===== src/hw/rtl/fbd_pkg.sv =====
// ----------------------------------------------------------------------------
// fbd_pkg
// Shared types and constants for the four-button debouncer / event counter.
// ----------------------------------------------------------------------------
package fbd_pkg;

    localparam int CHANNELS_DEF = 4;
    localparam int PIN_W        = 4;
    localparam int CH_W         = 2;
    localparam int CNT_W        = 8;
    localparam int START_CH     = 1;

    localparam logic [CNT_W-1:0] EVENT_MAX    = 8'd255;
    localparam logic [CNT_W-1:0] THRESH_RESET = 8'd2;

    localparam logic CMD_SCAN = 1'b0;
    localparam logic CMD_TAKE = 1'b1;

    typedef struct packed {
        logic             cmd;
        logic [PIN_W-1:0] pin_levels;
        logic [CH_W-1:0]  channel;
    } t_in_item;

    typedef struct packed {
        logic             event_taken;
        logic [PIN_W-1:0] stable_state;
        logic [CNT_W-1:0] pending_count;
    } t_out_item;

    // per-lane control for one transaction
    typedef struct packed {
        logic tick;
        logic take;
        logic pressed;
    } t_lane_ctl;

    // per-lane status after the transaction
    typedef struct packed {
        logic             stable;
        logic [CNT_W-1:0] events;
        logic             taken;
    } t_lane_st;

endpackage


===== src/hw/rtl/four_button_debouncer_event_counter.sv =====
// ----------------------------------------------------------------------------
// four_button_debouncer_event_counter
// Per-channel button debouncing with saturating event counters.
// ----------------------------------------------------------------------------
// Takes one transaction per clock: a scan tick (all channels sample their
// active-low pin at once, one lane per channel) or a take command for one
// channel. The result appears in the output register on the cycle after the
// input transaction; the input stays ready while that register is empty or
// being drained, so throughput is one item per cycle.
// The threshold register can be written at any time (its ready is always high)
// and takes effect on the next scan tick; a threshold of zero acts like one.
module four_button_debouncer_event_counter #(
    parameter int CHANNELS = fbd_pkg::CHANNELS_DEF
) (
    input  logic                      i_clk,
    input  logic                      i_rst_n,
    input  logic                      i_in_valid,
    output logic                      o_in_ready,
    input  fbd_pkg::t_in_item         i_in_data,
    output logic                      o_out_valid,
    input  logic                      i_out_ready,
    output fbd_pkg::t_out_item        o_out_data,
    input  logic                      i_cfg_valid,
    output logic                      o_cfg_ready,
    input  logic [fbd_pkg::CNT_W-1:0] i_cfg_data
);
    import fbd_pkg::*;

    logic [CNT_W-1:0] r_threshold;
    logic             accept;
    t_lane_ctl        lane_ctl [CHANNELS];
    t_lane_st         lane_st  [CHANNELS];

    assign o_cfg_ready = 1'b1;

    always_ff @(posedge i_clk) begin
        if (!i_rst_n) begin
            r_threshold <= THRESH_RESET;
        end else if (i_cfg_valid) begin
            r_threshold <= i_cfg_data;
        end
    end

    assign accept = i_in_valid && o_in_ready;

    for (genvar g = 0; g < CHANNELS; g++) begin : g_lane
        always_comb begin
            lane_ctl[g].tick = accept && (i_in_data.cmd == CMD_SCAN);
            lane_ctl[g].take = accept && (i_in_data.cmd == CMD_TAKE)
                               && (32'(i_in_data.channel) == g);
            // channels past the pin field read as pressed
            if (g < PIN_W) begin
                lane_ctl[g].pressed = !i_in_data.pin_levels[g % PIN_W];
            end else begin
                lane_ctl[g].pressed = 1'b1;
            end
        end

        fbd_lane #(
            .IS_START (g == START_CH)
        ) u_lane (
            .i_clk    (i_clk),
            .i_rst_n  (i_rst_n),
            .i_thresh (r_threshold),
            .i_ctl    (lane_ctl[g]),
            .o_st     (lane_st[g])
        );
    end

    fbd_merge #(
        .CHANNELS (CHANNELS)
    ) u_merge (
        .i_clk        (i_clk),
        .i_rst_n      (i_rst_n),
        .i_load       (accept),
        .i_channel    (i_in_data.channel),
        .i_lane       (lane_st),
        .o_load_ready (o_in_ready),
        .o_out_valid  (o_out_valid),
        .i_out_ready  (i_out_ready),
        .o_out_data   (o_out_data)
    );

endmodule


===== src/hw/rtl/fbd_lane.sv =====
// ----------------------------------------------------------------------------
// fbd_lane
// One button channel: debounce counter, stable state and saturating event count.
// ----------------------------------------------------------------------------
module fbd_lane #(
    parameter bit IS_START = 1'b0
) (
    input  logic                       i_clk,
    input  logic                       i_rst_n,
    input  logic [fbd_pkg::CNT_W-1:0]  i_thresh,
    input  fbd_pkg::t_lane_ctl         i_ctl,
    output fbd_pkg::t_lane_st          o_st
);
    import fbd_pkg::*;

    logic             r_stable, n_stable;
    logic [CNT_W-1:0] r_cnt, n_cnt;
    logic [CNT_W-1:0] r_events, n_events;
    logic             r_armed, n_armed;
    logic [CNT_W-1:0] cnt_inc;
    logic             taken;

    always_comb begin
        n_stable = r_stable;
        n_cnt    = r_cnt;
        n_events = r_events;
        n_armed  = r_armed;
        taken    = 1'b0;
        cnt_inc  = r_cnt + 8'd1;
        if (i_ctl.tick) begin
            if (i_ctl.pressed == r_stable) begin
                n_cnt = '0;
            end else if (cnt_inc < i_thresh) begin
                n_cnt = cnt_inc;
            end else begin
                // change confirmed
                n_cnt    = '0;
                n_stable = i_ctl.pressed;
                if (IS_START) begin
                    if (i_ctl.pressed) begin
                        n_armed = 1'b1;
                    end else if (r_armed) begin
                        n_armed = 1'b0;
                        if (r_events != EVENT_MAX) begin
                            n_events = r_events + 8'd1;
                        end
                    end
                end else if (i_ctl.pressed && r_events != EVENT_MAX) begin
                    n_events = r_events + 8'd1;
                end
            end
        end else if (i_ctl.take && r_events != '0) begin
            n_events = r_events - 8'd1;
            taken    = 1'b1;
        end
    end

    always_ff @(posedge i_clk) begin
        if (!i_rst_n) begin
            r_stable <= 1'b0;
            r_cnt    <= '0;
            r_events <= '0;
            r_armed  <= 1'b0;
        end else begin
            r_stable <= n_stable;
            r_cnt    <= n_cnt;
            r_events <= n_events;
            r_armed  <= n_armed;
        end
    end

    // status reflects the state after this transaction
    assign o_st.stable = n_stable;
    assign o_st.events = n_events;
    assign o_st.taken  = taken;

endmodule


===== src/hw/rtl/fbd_merge.sv =====
// ----------------------------------------------------------------------------
// fbd_merge
// Combines lane status into one result and holds it in the output register.
// ----------------------------------------------------------------------------
module fbd_merge #(
    parameter int CHANNELS = fbd_pkg::CHANNELS_DEF
) (
    input  logic                      i_clk,
    input  logic                      i_rst_n,
    input  logic                      i_load,
    input  logic [fbd_pkg::CH_W-1:0]  i_channel,
    input  fbd_pkg::t_lane_st         i_lane [CHANNELS],
    output logic                      o_load_ready,
    output logic                      o_out_valid,
    input  logic                      i_out_ready,
    output fbd_pkg::t_out_item        o_out_data
);
    import fbd_pkg::*;

    t_out_item n_res;
    t_out_item r_res;
    logic      r_valid;

    always_comb begin
        n_res = '0;
        for (int i = 0; i < CHANNELS; i++) begin
            if (i < PIN_W) begin
                n_res.stable_state[i] = i_lane[i].stable;
            end
            if (32'(i_channel) == i) begin
                n_res.pending_count = i_lane[i].events;
            end
            n_res.event_taken = n_res.event_taken | i_lane[i].taken;
        end
    end

    assign o_load_ready = !r_valid || i_out_ready;

    always_ff @(posedge i_clk) begin
        if (!i_rst_n) begin
            r_valid <= 1'b0;
        end else if (i_load) begin
            r_valid <= 1'b1;
        end else if (i_out_ready) begin
            r_valid <= 1'b0;
        end
    end

    always_ff @(posedge i_clk) begin
        if (i_load) begin
            r_res <= n_res;
        end
    end

    assign o_out_valid = r_valid;
    assign o_out_data  = r_res;

endmodule


===== config.mk =====
export PLATFORM = sky130hd
export DESIGN_NAME = four_button_debouncer_event_counter
export DESIGN_NICKNAME = d
export VERILOG_FILES = /design/src/hw/rtl/fbd_pkg.sv /design/src/hw/rtl/four_button_debouncer_event_counter.sv /design/src/hw/rtl/fbd_lane.sv /design/src/hw/rtl/fbd_merge.sv
export SDC_FILE = /design/constraint.sdc
export NUM_CORES = 1
export LEC_CHECK = 0
export ABC_AREA = 1
export BUFFER_PORTS_ARGS = -buffer_cell sky130_fd_sc_hd__clkbuf_2
export CORE_UTILIZATION = 35
export CTS_CLUSTER_DIAMETER = 80
export DETAILED_ROUTE_END_ITERATION = 7
export GPL_ROUTABILITY_DRIVEN = 0
export PLACE_DENSITY = 0.5
export RECOVER_POWER = 50
export SYNTH_ARGS = -nofsm -noshare
export SYNTH_HDL_FRONTEND = slang
export SYNTH_HIERARCHICAL = 1
export SYNTH_SLANG_ARGS = --single-unit
export TNS_END_PERCENT = 50

===== constraint.sdc =====
create_clock -name i_clk -period 3.8 [get_ports i_clk]
set_clock_uncertainty 0.2 [all_clocks]
set_input_delay 0.19 -clock i_clk [delete_from_list [all_inputs] [get_ports i_clk]]
set_output_delay 0.19 -clock i_clk [all_outputs]
set_load 0.01 [all_outputs]

==> out/results.tsv <==
stage	metric	value	unit
setup_path	CP arrival	3.16	ns
setup_path	crit-path cells	dlygate4sd3_1 > clkbuf_2 > inv_1 > nand2_1 > nand2_1 > nor2_1 > inv_1 > nor2_4 > nand4_1 > nand2_1 > nand2_1 > nand2_1 > inv_1 > nand3_1 > nand4_1	
setup_path	Worst Path Buf+Inv	5	
drt	vias after detailed routing	6054	
drt	vias per std cell	4.786	
grt	initial antenna violation count	0	
power	VDD IR max	0.0002210	V
placement	Post-DP HPWL	12720	um
sta	period utilisation layout	0.8605	
logic_synthesis	Syn Std Cell Area	6694	um2
grt	global-route wire length before repair	28180	um
drt	starting DRC count in detailed routing	366	
logic_synthesis	Netlist cell types	36	
setup_path	Data required, critical path	3.69	ns
clocking	htree depth	3	
drt	post-route ant nets	0	
sta	Slew headroom	0.3872	
job	max-cap violation count	0	
logic_synthesis	sequential cell area fraction in the yosys report	0.2916	
clocking	clock latency on the worst-skew pair	0.35	ns
grt	total grt overflow	0	
clocking	clock net sink count	91	
logic_synthesis	top_reg_cell synth	dfxtp_1	
setup_path	CP max stage delay	0.69	ns
grt	global router's overall resource usage	0.1800	
floorplanning	Die Area	19680	um2
drt	Total Wirelength	16890	um
setup_path	Top Family by Delay on Critical Path	simple AND/OR/NAND/NOR gates	
sta	fmax	0.3058	GHz
cells_and_area	Finished Layout Cells	1265	
min_path	hold crit path type	in -> reg	
clocking	postcts setup bufs	0	
sta	Tightest Pin Transition	0.9158	ns
floorplanning	Die Width	140.3	um
floorplanning	initial core utilization	0.3579	
placement	Placed Instances	1240	
clocking	clk buf depth	2	
sta	post-layout min period	3.270	ns
cells_and_area	# nets final	1090	
setup_path	CP Capture Type	flip-flop	
sta	Setup Viol. Count Final	0	
drt	DRC violations left	0	
power	Power Dens Cells	310.5	nW/um2
logic_synthesis	YS warnings	6	
logic_synthesis	mean post-synth cell area	6.694	um2
clocking	Clock transition at path regs	0.07	ns
setup_path	Crit-path slowest cell	nor2_1	
clocking	Clk Tree Root Cell	clkbuf_16	
sta	final hold vios	0	
sta	RSZ-0062 raised after global routing	false	
clocking	PostCTS Resize Cnt	0	
setup_path	Max FO, Critical Path	12	
cells_and_area	n_diodes	0	
clocking	CTS tree	done	
grt	largest net degree at the start of global routing	22	
sta	setup tns final	0	ns
logic_synthesis	count of flip-flops with a built-in enable after synthesis	13	
outcome	status	completed	
logic_synthesis	Synth Instances	1000	
cells_and_area	Area Overhead vs Synth	9.215	%
drt	TritonRoute pass-1 iters	4	
floorplanning	CORE AREA	18710	um2
setup_path	crit-path most repeated cell	nand2_1	
grt	number of global-route vias before repair	5526	
cells_and_area	most used cells in the layout excluding fill and tap cells	nand2_1, inv_1, nand3_1	
logic_synthesis	FF+latch count, synth	91	
cells_and_area	share of layout cells above drive strength 1	0.1028	
drt	WL/cell	13.35	um
floorplanning	Die H	140.3	um
logic_synthesis	Synthesized Nets	1064	
logic_synthesis	async set-reset flop share out of synthesis	0	
setup_path	startpoint type of the worst setup path	input pin	
sta	Slew Viols, Final	0	
power	Lkg Pwr	0.003630	uW
setup_path	CP Class	in -> reg	
clocking	# hold bufs at CTS	9	
placement	number of I/O port buffers	34	
floorplanning	row cnt	50	
cells_and_area	most common cell after layout, fill and taps aside	nand2_1	
floorplanning	Ports	36	
clocking	TritonCTS Buffers	9	
==> flip-flops by register name, summed over array words and instances (netlist names) <==
name,cells
r_threshold,8
g_lane.u_lane/r_armed,1
g_lane.u_lane/r_events,32
u_merge/o_out_data,13
g_lane.u_lane/r_stable,4
g_lane.u_lane/r_cnt,32
u_merge/o_out_valid,1
==> cells in the mapped netlist, types with 4 or more instances <==
| cell | instances | share of area |
|---|---|---|
| xnor2_1 | 7 | 0.0092 |
| nor2_2 | 10 | 0.0093 |
| nand3_1 | 91 | 0.068 |
| nor2_4 | 9 | 0.015 |
| nand2_1 | 246 | 0.14 |
| nand3b_1 | 9 | 0.010 |
| o21a_1 | 8 | 0.0090 |
| nand2_2 | 15 | 0.014 |
| nor2_1 | 86 | 0.048 |
| dfxtp_1 | 78 | 0.23 |
| o21ai_0 | 10 | 0.0075 |
| nand4_1 | 47 | 0.044 |
| inv_1 | 142 | 0.080 |
| nand3_2 | 9 | 0.013 |
| a22oi_1 | 6 | 0.0067 |
| xor2_1 | 22 | 0.029 |
| buf_6 | 10 | 0.017 |
| nor3_1 | 20 | 0.015 |
| edfxtp_1 | 13 | 0.058 |
| inv_2 | 25 | 0.014 |
| ha_1 | 44 | 0.082 |
| a21oi_1 | 55 | 0.041 |
| clkbuf_1 | 6 | 0.0034 |
| buf_4 | 10 | 0.011 |
| clkinv_1 | 4 | 0.0022 |
==> where the power goes <==
group / total [uW] / switching, uW / leakage (uW) / internal (uW)
registers: 1030 / 27.1 / 0.000764 / 1000
clock network: 980 / 393 / 0.000161 / 587
logic: 263 / 181 / 0.00271 / 82.1
==> per-stage QoR <==
step,total power [uW],instance area [um2],worst slack [ns],utilization,hold WS [ns]
2_1_floorplan,1244,6694,0.9872,-,0.1163
3_3_place_gp,1315,6939,0.8692,0.3710,0.2067
3_5_place_dp,1313,6939,0.8621,0.3710,0.2056
4_1_cts,2315,7355,0.8620,0.3932,0.04744
5_1_grt,2385,7311,0.3303,0.3908,0.1295
6_report,2270,7311,0.5302,0.3908,0.07565
==> cells by family after synthesis <==
logic type	synth area share
other	0.0005602
buffers and inverters	0.1336
AO/OA/AOI/OAI	0.07308
AND/OR/NAND/NOR	0.3785
adder cells (fa/ha/maj)	0.08224
flip-flops	0.2916
XOR/XNOR	0.04037
==> worst reg2reg max path, stage by stage (launching register included) <==
cell,delay [ns]
dfxtp_1,0.31
nand2_1,0.11
nand2_1,0.08
nor2_1,0.69
inv_1,0.51
nor2_4,0.32
nand4_1,0.16
nand2_1,0.09
nand2_1,0.05
nand2_1,0.07
inv_1,0.05
nand3_1,0.10
nand4_1,0.11
==> area by class of cell <==
| cell class | count | area [um2] |
|---|---|---|
| Clock buffer | 13 | 281.5 |
| Clock inverter | 3 | 43.79 |
| Fill cell | 2047 | 11390 |
| Inverter | 172 | 646.9 |
| Multi-Input combinational cell | 706 | 3830 |
| Sequential cell | 91 | 1952 |
| Tap cell | 234 | 292.8 |
| Timing Repair Buffer | 46 | 264.0 |
==> path summary, 6_finish.rpt <==
kind | from | cells after the start | end | slack, ns
setup / recovery | i_out_ready | 15 | u_merge/o_out_data[6] | 0.53
hold / removal | i_cfg_valid | 4 | r_threshold[1] | 0.08
setup reg to reg | u_merge/o_out_valid | 12 | u_merge/o_out_data[6] | 0.70
hold reg to reg | g_lane[3].u_lane/r_cnt[7] | 2 | g_lane[3].u_lane/r_cnt[7] | 0.28
==> routing by layer <==
metal	GRT usage	share of wire	up-vias
li1	-	-	3245
met1	0.2546	0.52	2702
met2	0.2829	0.44	91
met3	0.02427	0.027	16
met4	0.05437	0.014	0
met5	0	0	-
No activity file was read; power rests on OpenSTA's default activity.
